==> src/hw/rtl/lpht_pkg.sv <==
// Shared types and constants for the linear probing hash table.
// Holds the operation and status codes, the control states and the port widths.
// Depends on nothing.
package lpht_pkg;

    // Default geometry of the table.
    localparam int TABLE_SIZE_DEF = 16;
    localparam int KEY_BITS_DEF   = 40;

    // Field widths of the stream beats.
    localparam int OP_W     = 2;
    localparam int IN_KEY_W = 40;
    localparam int STATUS_W = 2;
    localparam int SLOT_W   = 4;
    localparam int S_DATA_W = 48;
    localparam int M_DATA_W = 8;

    // Bits of the key that are retired per cycle by the home slot reduction.
    localparam int DIGIT_W = 4;

    typedef enum logic [1:0] {
        OP_INSERT = 2'd0,
        OP_SEARCH = 2'd1,
        OP_DELETE = 2'd2
    } op_t;

    typedef enum logic [1:0] {
        STAT_OK   = 2'd0,
        STAT_MISS = 2'd1,
        STAT_FULL = 2'd2
    } status_t;

    typedef enum logic [2:0] {
        ST_CLEAR,
        ST_IDLE,
        ST_MOD,
        ST_PROBE,
        ST_HOLD
    } state_t;

endpackage

==> src/hw/rtl/linear_probe_hash_table.sv <==
// Hash table with open addressing and linear probing; uses lpht_pkg and lpht_ram.
// The result beat is registered once the probe has read its 1 to TABLE_SIZE slots in turn,
// after ceil(KEY_BITS/4) digits of home slot reduction when TABLE_SIZE is not a power of two.
// An insert into a full table or an unused op answers from the hold state with no probe.
// Output stalls delay the result beat.
// Throughput: one item at a time, with the probe bound by the one slot read per cycle of the RAM.
// Reset: a clearing pass over every slot zeroes the valid bits; s_tready stays low meanwhile.
module linear_probe_hash_table
    import lpht_pkg::*;
#(
    parameter int TABLE_SIZE = TABLE_SIZE_DEF,
    parameter int KEY_BITS   = KEY_BITS_DEF
) (
    input  logic                aclk,
    input  logic                aresetn,
    input  logic                s_tvalid,
    output logic                s_tready,
    input  logic [S_DATA_W-1:0] s_tdata,   // op [1:0], key [41:2], zero fill [47:42]
    output logic                m_tvalid,
    input  logic                m_tready,
    output logic [M_DATA_W-1:0] m_tdata    // status [1:0], slot [5:2], zero fill [7:6]
);

    localparam int  IDX_W  = $clog2(TABLE_SIZE);
    localparam int  CNT_W  = $clog2(TABLE_SIZE + 1);
    localparam int  REM_W  = IDX_W;
    localparam int  NDIG   = (KEY_BITS + DIGIT_W - 1) / DIGIT_W;
    localparam int  KPAD   = NDIG * DIGIT_W;
    localparam int  DIG_W  = $clog2(NDIG);
    localparam int  ENT_W  = KEY_BITS + 1;
    localparam bit  POW2   = (TABLE_SIZE & (TABLE_SIZE - 1)) == 0;
    localparam int  V_W    = REM_W + DIGIT_W;
    localparam int  RCP_S  = V_W + IDX_W;
    localparam int  M_W    = V_W + 1;
    localparam int  P_W    = V_W + M_W;
    localparam logic [IDX_W-1:0] LAST_IDX = IDX_W'(TABLE_SIZE - 1);
    localparam logic [CNT_W-1:0] TS_CNT   = CNT_W'(TABLE_SIZE);
    localparam logic [V_W-1:0]   TS_V     = V_W'(TABLE_SIZE);
    localparam logic [M_W-1:0]   RCP_M    =
        M_W'(((1 << RCP_S) + TABLE_SIZE - 1) / TABLE_SIZE);

    // One Horner step of the home slot reduction: (r * 2^DIGIT_W + d) mod TABLE_SIZE.
    // The quotient comes from a reciprocal multiplication that is exact over this range.
    function automatic logic [REM_W-1:0] mod_step(input logic [REM_W-1:0] r,
                                                  input logic [DIGIT_W-1:0] d);
        logic [V_W-1:0] v;
        logic [P_W-1:0] prod;
        logic [V_W-1:0] q;
        logic [V_W-1:0] t;
        v    = {r, d};
        prod = {{M_W{1'b0}}, v} * {{V_W{1'b0}}, RCP_M};
        q    = V_W'(prod >> RCP_S);
        t    = v - q * TS_V;
        return t[REM_W-1:0];
    endfunction

    // Input fields.
    logic [OP_W-1:0]     s_op;
    logic [IN_KEY_W-1:0] s_key;
    logic [KEY_BITS-1:0] key_in;

    assign s_op   = s_tdata[OP_W-1:0];
    assign s_key  = s_tdata[OP_W +: IN_KEY_W];
    assign key_in = KEY_BITS'(s_key);

    // Registers.
    state_t              state_reg, state_next;
    logic [OP_W-1:0]     op_reg, op_next;
    logic [KEY_BITS-1:0] key_reg, key_next;
    logic [KPAD-1:0]     sh_reg, sh_next;
    logic [REM_W-1:0]    rem_reg, rem_next;
    logic [DIG_W-1:0]    dig_reg, dig_next;
    logic [IDX_W-1:0]    pos_reg, pos_next;
    logic [IDX_W-1:0]    raddr_reg, raddr_next;
    logic                rvalid_reg, rvalid_next;
    logic [IDX_W-1:0]    eval_reg, eval_next;
    logic [CNT_W-1:0]    count_reg, count_next;
    status_t             res_status_reg, res_status_next;
    logic [IDX_W-1:0]    res_slot_reg, res_slot_next;
    logic                m_tvalid_reg, m_tvalid_next;
    status_t             m_status_reg, m_status_next;
    logic [SLOT_W-1:0]   m_slot_reg, m_slot_next;

    // RAM ports.
    logic             ram_we;
    logic [IDX_W-1:0] ram_waddr;
    logic [ENT_W-1:0] ram_wdata;
    logic [ENT_W-1:0] ram_rdata;

    lpht_ram #(
        .WIDTH(ENT_W),
        .DEPTH(TABLE_SIZE)
    ) u_slots (
        .aclk   (aclk),
        .wr_en  (ram_we),
        .wr_addr(ram_waddr),
        .wr_data(ram_wdata),
        .rd_addr(pos_reg),
        .rd_data(ram_rdata)
    );

    // Evaluation of the slot that the RAM returns this cycle.
    logic             ent_valid;
    logic             is_ins;
    logic             is_del;
    logic             found;
    logic             exhausted;
    logic             decide;
    logic             out_free;
    logic             table_full;
    logic [IDX_W-1:0] pos_inc;
    status_t          dec_status;
    logic [IDX_W-1:0] dec_slot;

    assign ent_valid  = ram_rdata[KEY_BITS];
    assign is_ins     = op_reg == OP_INSERT;
    assign is_del     = op_reg == OP_DELETE;
    assign found      = (state_reg == ST_PROBE) && rvalid_reg &&
                        (is_ins ? !ent_valid
                                : (ent_valid && (ram_rdata[KEY_BITS-1:0] == key_reg)));
    assign exhausted  = (state_reg == ST_PROBE) && rvalid_reg && !found && (eval_reg == LAST_IDX);
    assign decide     = found || exhausted;
    assign out_free   = !m_tvalid_reg || m_tready;
    assign table_full = count_reg >= TS_CNT;
    assign pos_inc    = (pos_reg == LAST_IDX) ? '0 : pos_reg + 1'b1;
    assign dec_status = found ? STAT_OK : (is_ins ? STAT_FULL : STAT_MISS);
    assign dec_slot   = found ? raddr_reg : '0;

    // Next state.
    always_comb begin
        state_next = state_reg;
        unique case (state_reg)
            ST_CLEAR: begin
                if (pos_reg == LAST_IDX) begin
                    state_next = ST_IDLE;
                end
            end
            ST_IDLE: begin
                if (s_tvalid) begin
                    if (s_op == OP_INSERT && table_full) begin
                        state_next = ST_HOLD;
                    end else if (s_op == OP_INSERT || s_op == OP_SEARCH || s_op == OP_DELETE) begin
                        state_next = POW2 ? ST_PROBE : ST_MOD;
                    end else begin
                        state_next = ST_HOLD;
                    end
                end
            end
            ST_MOD: begin
                if (dig_reg == DIG_W'(NDIG - 1)) begin
                    state_next = ST_PROBE;
                end
            end
            ST_PROBE: begin
                if (decide) begin
                    state_next = out_free ? ST_IDLE : ST_HOLD;
                end
            end
            ST_HOLD: begin
                if (out_free) begin
                    state_next = ST_IDLE;
                end
            end
            default: state_next = ST_IDLE;
        endcase
    end

    // Datapath, RAM access and result register.
    always_comb begin
        op_next         = op_reg;
        key_next        = key_reg;
        sh_next         = sh_reg;
        rem_next        = rem_reg;
        dig_next        = dig_reg;
        pos_next        = pos_reg;
        raddr_next      = raddr_reg;
        rvalid_next     = 1'b0;
        eval_next       = eval_reg;
        count_next      = count_reg;
        res_status_next = res_status_reg;
        res_slot_next   = res_slot_reg;
        ram_we          = 1'b0;
        ram_waddr       = pos_reg;
        ram_wdata       = '0;

        unique case (state_reg)
            ST_CLEAR: begin
                // Sweep the valid bits to zero, one slot a cycle.
                ram_we   = 1'b1;
                pos_next = pos_inc;
            end
            ST_IDLE: begin
                if (s_tvalid) begin
                    op_next         = s_op;
                    key_next        = key_in;
                    sh_next         = KPAD'(key_in);
                    rem_next        = '0;
                    dig_next        = '0;
                    pos_next        = IDX_W'(key_in);
                    eval_next       = '0;
                    res_slot_next   = '0;
                    res_status_next = (s_op == OP_INSERT) ? STAT_FULL : STAT_MISS;
                end
            end
            ST_MOD: begin
                // Reduce the key to its home slot, one digit a cycle.
                rem_next = mod_step(rem_reg, sh_reg[KPAD-1 -: DIGIT_W]);
                sh_next  = sh_reg << DIGIT_W;
                dig_next = dig_reg + 1'b1;
                if (dig_reg == DIG_W'(NDIG - 1)) begin
                    pos_next = IDX_W'(rem_next);
                end
            end
            ST_PROBE: begin
                // Issue one slot read per cycle and evaluate the one read before.
                rvalid_next = 1'b1;
                raddr_next  = pos_reg;
                pos_next    = pos_inc;
                if (decide) begin
                    rvalid_next     = 1'b0;
                    res_status_next = dec_status;
                    res_slot_next   = dec_slot;
                    ram_waddr       = raddr_reg;
                    if (found && is_ins) begin
                        ram_we     = 1'b1;
                        ram_wdata  = {1'b1, key_reg};
                        count_next = count_reg + 1'b1;
                    end else if (found && is_del) begin
                        ram_we    = 1'b1;
                        ram_wdata = {1'b0, key_reg};
                        if (count_reg != '0) begin
                            count_next = count_reg - 1'b1;
                        end
                    end
                end else if (rvalid_reg) begin
                    eval_next = eval_reg + 1'b1;
                end
            end
            ST_HOLD: begin
            end
            default: begin
            end
        endcase
    end

    // Output register, loaded at the decision or from the held result.
    always_comb begin
        m_tvalid_next = m_tvalid_reg && !m_tready;
        m_status_next = m_status_reg;
        m_slot_next   = m_slot_reg;
        if (state_reg == ST_PROBE && decide && out_free) begin
            m_tvalid_next = 1'b1;
            m_status_next = dec_status;
            m_slot_next   = SLOT_W'(dec_slot);
        end else if (state_reg == ST_HOLD && out_free) begin
            m_tvalid_next = 1'b1;
            m_status_next = res_status_reg;
            m_slot_next   = SLOT_W'(res_slot_reg);
        end
    end

    // Control registers.
    always_ff @(posedge aclk) begin
        if (!aresetn) begin
            state_reg    <= ST_CLEAR;
            pos_reg      <= '0;
            rvalid_reg   <= 1'b0;
            count_reg    <= '0;
            m_tvalid_reg <= 1'b0;
        end else begin
            state_reg    <= state_next;
            pos_reg      <= pos_next;
            rvalid_reg   <= rvalid_next;
            count_reg    <= count_next;
            m_tvalid_reg <= m_tvalid_next;
        end
    end

    // Payload registers.
    always_ff @(posedge aclk) begin
        op_reg         <= op_next;
        key_reg        <= key_next;
        sh_reg         <= sh_next;
        rem_reg        <= rem_next;
        dig_reg        <= dig_next;
        raddr_reg      <= raddr_next;
        eval_reg       <= eval_next;
        res_status_reg <= res_status_next;
        res_slot_reg   <= res_slot_next;
        m_status_reg   <= m_status_next;
        m_slot_reg     <= m_slot_next;
    end

    assign s_tready = state_reg == ST_IDLE;
    assign m_tvalid = m_tvalid_reg;
    assign m_tdata  = {{(M_DATA_W - STATUS_W - SLOT_W){1'b0}}, m_slot_reg, m_status_reg};

    // The entry count never passes the table size.
    a_count_bound: assert property (@(posedge aclk) disable iff (!aresetn)
        count_reg <= TS_CNT)
        else $error("entry count exceeds table size");

    // A successful insert raises the count by one.
    a_insert_count: assert property (@(posedge aclk) disable iff (!aresetn)
        (found && is_ins) |=> (count_reg == $past(count_reg) + 1'b1))
        else $error("insert did not update the entry count");

    // A probe that runs out of slots leaves the table untouched.
    a_exhausted_no_write: assert property (@(posedge aclk) disable iff (!aresetn)
        exhausted |-> !ram_we)
        else $error("write on an exhausted probe");

    // The probe stops before it evaluates more slots than the table holds.
    a_eval_bound: assert property (@(posedge aclk) disable iff (!aresetn)
        (state_reg == ST_PROBE && rvalid_reg && !decide) |-> (eval_reg < LAST_IDX))
        else $error("probe ran past the last slot");

endmodule

==> src/hw/rtl/lpht_ram.sv <==
// Generic simple dual-port RAM: one write port, one read port, registered read.
// Used for the slot array of the hash table; depends on nothing.
module lpht_ram #(
    parameter int WIDTH = 8,
    parameter int DEPTH = 16
) (
    input  logic                     aclk,
    input  logic                     wr_en,
    input  logic [$clog2(DEPTH)-1:0] wr_addr,
    input  logic [WIDTH-1:0]         wr_data,
    input  logic [$clog2(DEPTH)-1:0] rd_addr,
    output logic [WIDTH-1:0]         rd_data
);

    logic [WIDTH-1:0] mem_reg [DEPTH];
    logic [WIDTH-1:0] rd_data_reg;

    // Write port.
    always_ff @(posedge aclk) begin
        if (wr_en) begin
            mem_reg[wr_addr] <= wr_data;
        end
    end

    // Registered read port.
    always_ff @(posedge aclk) begin
        rd_data_reg <= mem_reg[rd_addr];
    end

    assign rd_data = rd_data_reg;

endmodule

==> config.mk <==
export PLATFORM = sky130hd
export DESIGN_NAME = linear_probe_hash_table
export DESIGN_NICKNAME = d
export VERILOG_FILES = /design/src/hw/rtl/lpht_pkg.sv /design/src/hw/rtl/linear_probe_hash_table.sv /design/src/hw/rtl/lpht_ram.sv
export SDC_FILE = /design/constraint.sdc
export NUM_CORES = 1
export LEC_CHECK = 0
export BUFFER_PORTS_ARGS = -buffer_cell sky130_fd_sc_hd__buf_2
export CORE_UTILIZATION = 45
export DETAILED_ROUTE_END_ITERATION = 7
export SETUP_SLACK_MARGIN = 0.4
export SYNTH_ARGS = -nofsm -noshare
export SYNTH_HDL_FRONTEND = slang
export SYNTH_SLANG_ARGS = --single-unit
==> constraint.sdc <==
create_clock -name aclk -period 13.3 [get_ports aclk]
set_input_delay 0.665 -clock aclk [delete_from_list [all_inputs] [get_ports aclk]]
set_output_delay 0.665 -clock aclk [all_outputs]
set_load 0.02 [all_outputs]
After elaboration in Yosys (flattened, before gate mapping)
Memory sizes are Yosys's and may differ from the RTL's. A register that Yosys moved wholly into a read port is not among the register bits.
Cells that the tools add are included.
{ "word_totals": {"out_inout_bits": 10, "inputBits": 52, "ramBits": 656, "memories": 1, "reg_bits": 120, "word_cells": 132} }
{ "mem_list": {"columns": ["name", "words", "width", "read_ports", "rd_ports_with_merged_regs", "wr", "line", "source"], "rows": [
  ["u_slots.mem_reg", 16, 41, 1, 1, 1, "lpht_ram.sv:15", "logic [WIDTH-1:0] mem_reg [DEPTH];"]
]} }
{ "op_classes": {"magnitude_cmp": 1, "n_reduce_logical": 39, "muxes": 52, "eq_ne": 18, "addsub": 6} }
{ "ops": {"columns": ["op", "n"], "rows": [
  ["41-bit two-way mux", 3],
  ["40-bit two-way mux", 2],
  ["40-bit one-hot mux with 2 select lines", 1],
  ["4-bit two-way mux", 12],
  ["40-bit == test", 1],
  ["3-bit two-way mux", 8],
  ["4-bit one-hot mux with 2 select lines", 3],
  ["5-bit two-way mux", 3],
  ["3-bit one-hot mux with 5 select lines", 1],
  ["2-bit two-way mux", 7],
  ["2-bit inequality test, second input constant", 7],
  ["4-bit by 1-bit adder with 4-bit output, second input constant", 3],
  ["4-bit == test, second input constant", 3],
  ["1-bit logical AND", 12],
  ["4-bit one-hot mux with 3 select lines", 1],
  ["2-bit nonzero test", 5],
  ["1-bit two-way mux", 9],
  ["4-bit AND reduction", 2],
  ["3-bit by 2-bit == test with 1-bit output, second input constant", 2],
  ["2-bit AND reduction", 3],
  ["3-bit AND reduction", 2],
  ["5-bit by 1-bit adder with 5-bit output, second input constant", 1],
  ["5-bit >= comparator, second input constant", 1],
  ["5-bit AND reduction", 1],
  ["15 further kinds", 23]
]} }

Logic depth before layout (Yosys ltp)
{ "depth": {"ltp_word": 12, "mapped_depth": 14, "mapped_depth_nobuf": 14} }

Modules after synthesis
A second synthesis with hierarchy kept.
{ "hier_totals": {"cells_unflattened": 1608, "area_unflattened_um2": 31383.8} }
{ "by_module_without_submodules": {"columns": ["mod", "cells_each", "seq_area_each_um2", "area_per_inst_um2", "n_inst"], "rows": [
  ["lpht_ram", 1066, 20519.7, 25375.6, 1],
  ["linear_probe_hash_table", 542, 3463.3, 6008.3, 1]
]} }

Worst setup path after synthesis
Ideal clock, no wire load.
{ "synth_timing": {"kind": "reg-to-reg", "start": "register state_reg[2]", "end": "memory u_slots.mem_reg[11][0] in the netlist's numbering (enable)", "arrival_time_ps": 4984, "n_path_buf": 1, "t_required_ps": 12810, "slack_ps": 7826, "period_less_slack_ps": 5474, "stages_incl_launch_ff": 11, "path_cell_list": "dfxtp_1 > nand2b_1 > or2_1 > inv_2 > nand2_1 > nor3_2 > inv_2 > and2_1 > o31a_1 > buf_2 > nor3_1"} }
{ "synth_between": {"elab_chain_len": 11, "word_cells_on_any_way": 18} }
{ "synth_rtl": {"columns": ["item", "line", "source"], "rows": [
  ["start: declaration", "linear_probe_hash_table.sv:67", "state_t state_reg, state_next;"],
  ["start signal: assignment", "linear_probe_hash_table.sv:271", "state_reg <= state_next;"],
  ["3-bit by 2-bit == test with 1-bit output", "linear_probe_hash_table.sv:118, linear_probe_hash_table.sv:121, linear_probe_hash_table.sv:186", null],
  ["1-bit logical AND", "linear_probe_hash_table.sv:118, linear_probe_hash_table.sv:121", null],
  ["1-bit logical AND", "linear_probe_hash_table.sv:118", "assign found = (state_reg == ST_PROBE) && rvalid_reg &&"],
  ["1-bit logical NOT", "linear_probe_hash_table.sv:121", "assign exhausted = (state_reg == ST_PROBE) && rvalid_reg && !found && (eval_reg == LAST_IDX);"],
  ["1-bit logical AND (2 in series)", "linear_probe_hash_table.sv:121", null],
  ["1-bit logical OR", "linear_probe_hash_table.sv:122", "assign decide = found || exhausted;"],
  ["1-bit two-way mux", "linear_probe_hash_table.sv:219", "if (decide) begin"],
  ["1-bit one-hot mux with 2 select lines", "linear_probe_hash_table.sv:186", "unique case (state_reg)"],
  ["1-bit two-way mux", "lpht_ram.sv:20", "if (wr_en) begin"],
  ["1-bit two-way mux (not written as such)", "lpht_ram.sv:21", "mem_reg[wr_addr] <= wr_data;"],
  ["end: declaration", "lpht_ram.sv:15", null]
]} }
Parallel ways exist; a longest one is shown, timed or not.

Final worst setup path
{ "layout_timing": {"start": "register state_reg[1]", "end": "memory u_slots.mem_reg[4][22] in the netlist's numbering (enable)"} }
The elaborated chain is that of the path after synthesis.

==> qor.json <==
{
  "grt": {
    "initial_antenna_violation_count": 4,
    "largest_net_degree_at_the_start_of_global_routing": 133,
    "groute.usage.overall": 0.207,
    "vias_in_the_first_global_route": 15200,
    "grt_first_pass_wirelength_mm": 104,
    "grt.overflow.total": 0
  },
  "cts": {
    "cts_tree": "built",
    "cts_resized": 0,
    "cts.sink_count": 817,
    "clock_tree.htree_level_count": 3,
    "cts_made_buffers": 85,
    "clk_path_buf_depth": 3,
    "cts_root_buf": "sky130_fd_sc_hd__clkbuf_16",
    "post_cts.repair.setup_buffers": 0,
    "holdBufCountCts": 0,
    "clock_insertion_delay_worst_skew_ns": 0.64,
    "clkTransAtPathRegs_ns": 0.06
  },
  "sta": {
    "hold_slack_ns": 0.231,
    "fin_ws_ns": 8.14,
    "unrepaired_setup_endpoints_after_global_routing": "no",
    "max_slew_margin": 0.287,
    "endpoints_failing_setup": 0,
    "slew_viol_final": 0,
    "clock-skew-final_ns": 0.0351,
    "fmaxAchievable_mhz": 194,
    "max_slew.worst_pin.slew_ns": 1.07,
    "ratio_of_final_minimum_period_to_clock_period": 0.388,
    "period_needed_ns": 5.16,
    "final-hold-violation-count": 0,
    "tns_ns": 0
  },
  "worst_setup_path": {
    "critPathRequiredTime_ns": 13.56,
    "r2r-end": "u_slots.mem_reg[4][22]",
    "crit_fanout": 35,
    "critPathKind": "reg2reg",
    "start_kind": "flop",
    "crit_arrival_ns": 5.42,
    "regToRegSetupSlack_ns": 8.14,
    "endpoint_kind": "flop",
    "critical_path.reg2reg.startpoint": "state_reg[1]",
    "reg2reg_depth": 10
  },
  "status": {
    "result_of_the_run": "completed"
  },
  "min_path": {
    "end_point_of_the_most_critical_hold_path": "key_reg[12]",
    "min-delay-path-class": "in2reg",
    "hold_depth": 1,
    "hold_path.startpoint": "s_tdata[14]"
  },
  "die": {
    "die_y_um": 266,
    "chipWidth_um": 266,
    "core_sq_um": 68700,
    "initial_core_utilization": 0.455,
    "die_area_sq_um": 70500,
    "rows": 96,
    "io_pins": 62
  },
  "power": {
    "vdd_drop_max_uv": 113,
    "finalPower_w": 0.00549,
    "p_leak_nw": 10.9,
    "power.density_nw_per_um2": 154
  },
  "routing": {
    "detailroute.wirelength.met3_mm": 4.19,
    "antenna_violation_net_count_after_detailed_routing": 0,
    "first_iter_violations": 1338,
    "routedLengthMet1_mm": 31.2,
    "vias": 14800,
    "routed_wl_mm": 71.2,
    "detail_route.vias_per_cell": 5.70,
    "dr_wl_met2_mm": 34.3,
    "average_wire_length_per_cell_after_detail_routing_um": 27.4,
    "route.top_layer_used": "met5",
    "first_pass_iters": 5,
    "route.detailed.drc": 0
  },
  "yosys": {
    "synth-main-ff-cell": "sky130_fd_sc_hd__edfxtp_1",
    "synth.yosys.warnings": 0,
    "postSynthAreaPerCell_sq_um": 20.8,
    "synth_async_sr_flop_share": 0,
    "synthesis_stage_register_bit_count": 817,
    "synth_enable_flop_cells": 762,
    "synthesis.instances": 1500,
    "synth_seq_area_share": 0.767,
    "synthDistinctLibCells": 52,
    "syn-cell-area_sq_um": 31300
  },
  "placement": {
    "gpl.final_weighted_congestion": 0.747,
    "pre_cts_slack_ns": 8.14,
    "detailedPlacementHpwl_mm": 36.0,
    "dpl.cell_count": 2445,
    "portBuffers": 53
  },
  "finish": {
    "fillCellCount": 5512,
    "number_of_nets_in_the_layout": 1661,
    "post_layout_nonfiller_instances": 2601,
    "layout.cells.most_common": "sky130_fd_sc_hd__edfxtp_1",
    "drive_above_1_share": 0.268,
    "antennaDiodeCount": 0,
    "largest_register_ffs": 656,
    "syn_to_layout_area_delta_pct": 13.7,
    "most_frequent_cells_in_the_layout": "762 x sky130_fd_sc_hd__edfxtp_1, 205 x sky130_fd_sc_hd__mux4_2, 125 x sky130_fd_sc_hd__nand2_1, 88 x sky130_fd_sc_hd__clkbuf_16, 53 x sky130_fd_sc_hd__buf_2"
  },
  "flow_run": {
    "maxCapViolations": 0
  }
}
==> per-stage QoR <==
stage	utilization	cell area, sq um
floorplan	-	31300
global placement	0.477	32800
detailed placement	0.477	32800
CTS	0.517	35600
global route	0.517	35600
finish	0.517	35600
==> synthesized netlist by cell type, types with 2 or more instances <==
library cell,n,area share
sky130_fd_sc_hd__nand3_1,13,0.0021
sky130_fd_sc_hd__buf_6,2,0.00072
sky130_fd_sc_hd__inv_1,6,0.00072
sky130_fd_sc_hd__or2_1,2,0.00040
sky130_fd_sc_hd__a31oi_1,3,0.00060
sky130_fd_sc_hd__nand3b_1,2,0.00048
sky130_fd_sc_hd__nor2_1,30,0.0036
sky130_fd_sc_hd__buf_1,21,0.0025
sky130_fd_sc_hd__a21o_1,3,0.00072
sky130_fd_sc_hd__buf_2,2,0.00032
sky130_fd_sc_hd__o211ai_1,2,0.00048
sky130_fd_sc_hd__a211oi_1,2,0.00048
sky130_fd_sc_hd__inv_2,2,0.00024
sky130_fd_sc_hd__a21boi_1,2,0.00048
sky130_fd_sc_hd__dfxtp_1,55,0.035
sky130_fd_sc_hd__xnor2_1,46,0.013
sky130_fd_sc_hd__nor3_1,20,0.0032
sky130_fd_sc_hd__mux4_2,205,0.15
sky130_fd_sc_hd__clkbuf_1,44,0.0053
sky130_fd_sc_hd__and2_1,11,0.0022
sky130_fd_sc_hd__xor2_1,2,0.00056
sky130_fd_sc_hd__edfxtp_1,762,0.73
sky130_fd_sc_hd__nor2b_1,50,0.010
sky130_fd_sc_hd__and3_1,3,0.00060
sky130_fd_sc_hd__a21oi_1,9,0.0014
sky130_fd_sc_hd__ha_1,7,0.0028
sky130_fd_sc_hd__o21ai_0,12,0.0019
sky130_fd_sc_hd__nand2b_1,6,0.0012
sky130_fd_sc_hd__mux2_4,3,0.0014
sky130_fd_sc_hd__nor4_1,2,0.00040
sky130_fd_sc_hd__buf_4,4,0.00096
sky130_fd_sc_hd__nand2_1,127,0.015
sky130_fd_sc_hd__mux2i_1,9,0.0029
sky130_fd_sc_hd__nand4_1,10,0.0020
sky130_fd_sc_hd__a32o_1,4,0.0013
==> critical path: stages (launching register included) <==
cell	delay (ns)
sky130_fd_sc_hd__dfxtp_1	0.72
sky130_fd_sc_hd__nand2b_1	0.18
sky130_fd_sc_hd__or2_1	0.32
sky130_fd_sc_hd__inv_2	0.21
sky130_fd_sc_hd__nand2_1	0.14
sky130_fd_sc_hd__nor3_2	0.75
sky130_fd_sc_hd__inv_2	0.25
sky130_fd_sc_hd__and2_2	0.27
sky130_fd_sc_hd__o31a_1	0.37
sky130_fd_sc_hd__nor3_2	0.77
sky130_fd_sc_hd__buf_4	0.76
==> kinds of logic (layout without fill, tap and decap cells) <==
kind of cell               after synthesis  count (layout)  share of synthesized area
buffers and inverters                   81             250                     0.0108
DFF                                    817             817                      0.767
other                                    1               2                   0.000120
AOI/OAI and AO/OA                       46              46                    0.00972
and+or+nand+nor                        282             282                     0.0434
adders and majority gates                8               8                    0.00344
muxes                                  217             217                      0.152
xor gates and xnor gates                48              48                     0.0134
==> routing by layer <==
metal	global-route usage	up-vias
met2	0.327	456
met5	0	-
met1	0.301	7979
li1	-	6271
met4	0.0545	4
met3	0.0360	110
==> worst max path at each step <==
stage	from	end	slack (ns)	cells past startpoint
global placement	state_reg[1]	u_slots.mem_reg[4][22]	8.24	10
CTS	state_reg[1]	u_slots.mem_reg[4][32]	8.13	10
global route	state_reg[1]	u_slots.mem_reg[4][32]	7.76	10
finish	state_reg[1]	u_slots.mem_reg[4][22]	8.14	10
floorplan	state_reg[2]	u_slots.mem_reg[11][0]	7.83	10
detailed placement	state_reg[1]	u_slots.mem_reg[4][29]	8.14	10
==> power breakdown <==
part | switching, W | internal [W]
sequential | 0.0000329 | 0.00285
clock | 0.000981 | 0.00136
combinational | 0.000142 | 0.000123
==> area by class of cell <==
class,instances,area (sq um),area share
Multi-Input combinational cell,603,7040,0.198
Sequential cell,817,24000,0.675
Inverter,8,30.0,0.000845
Tap cell,931,1160,0.0328
Clock inverter,41,434,0.0122
Clock buffer,115,2340,0.0659
Timing Repair Buffer,86,538,0.0151
Power figures use the tool's default switching activity.
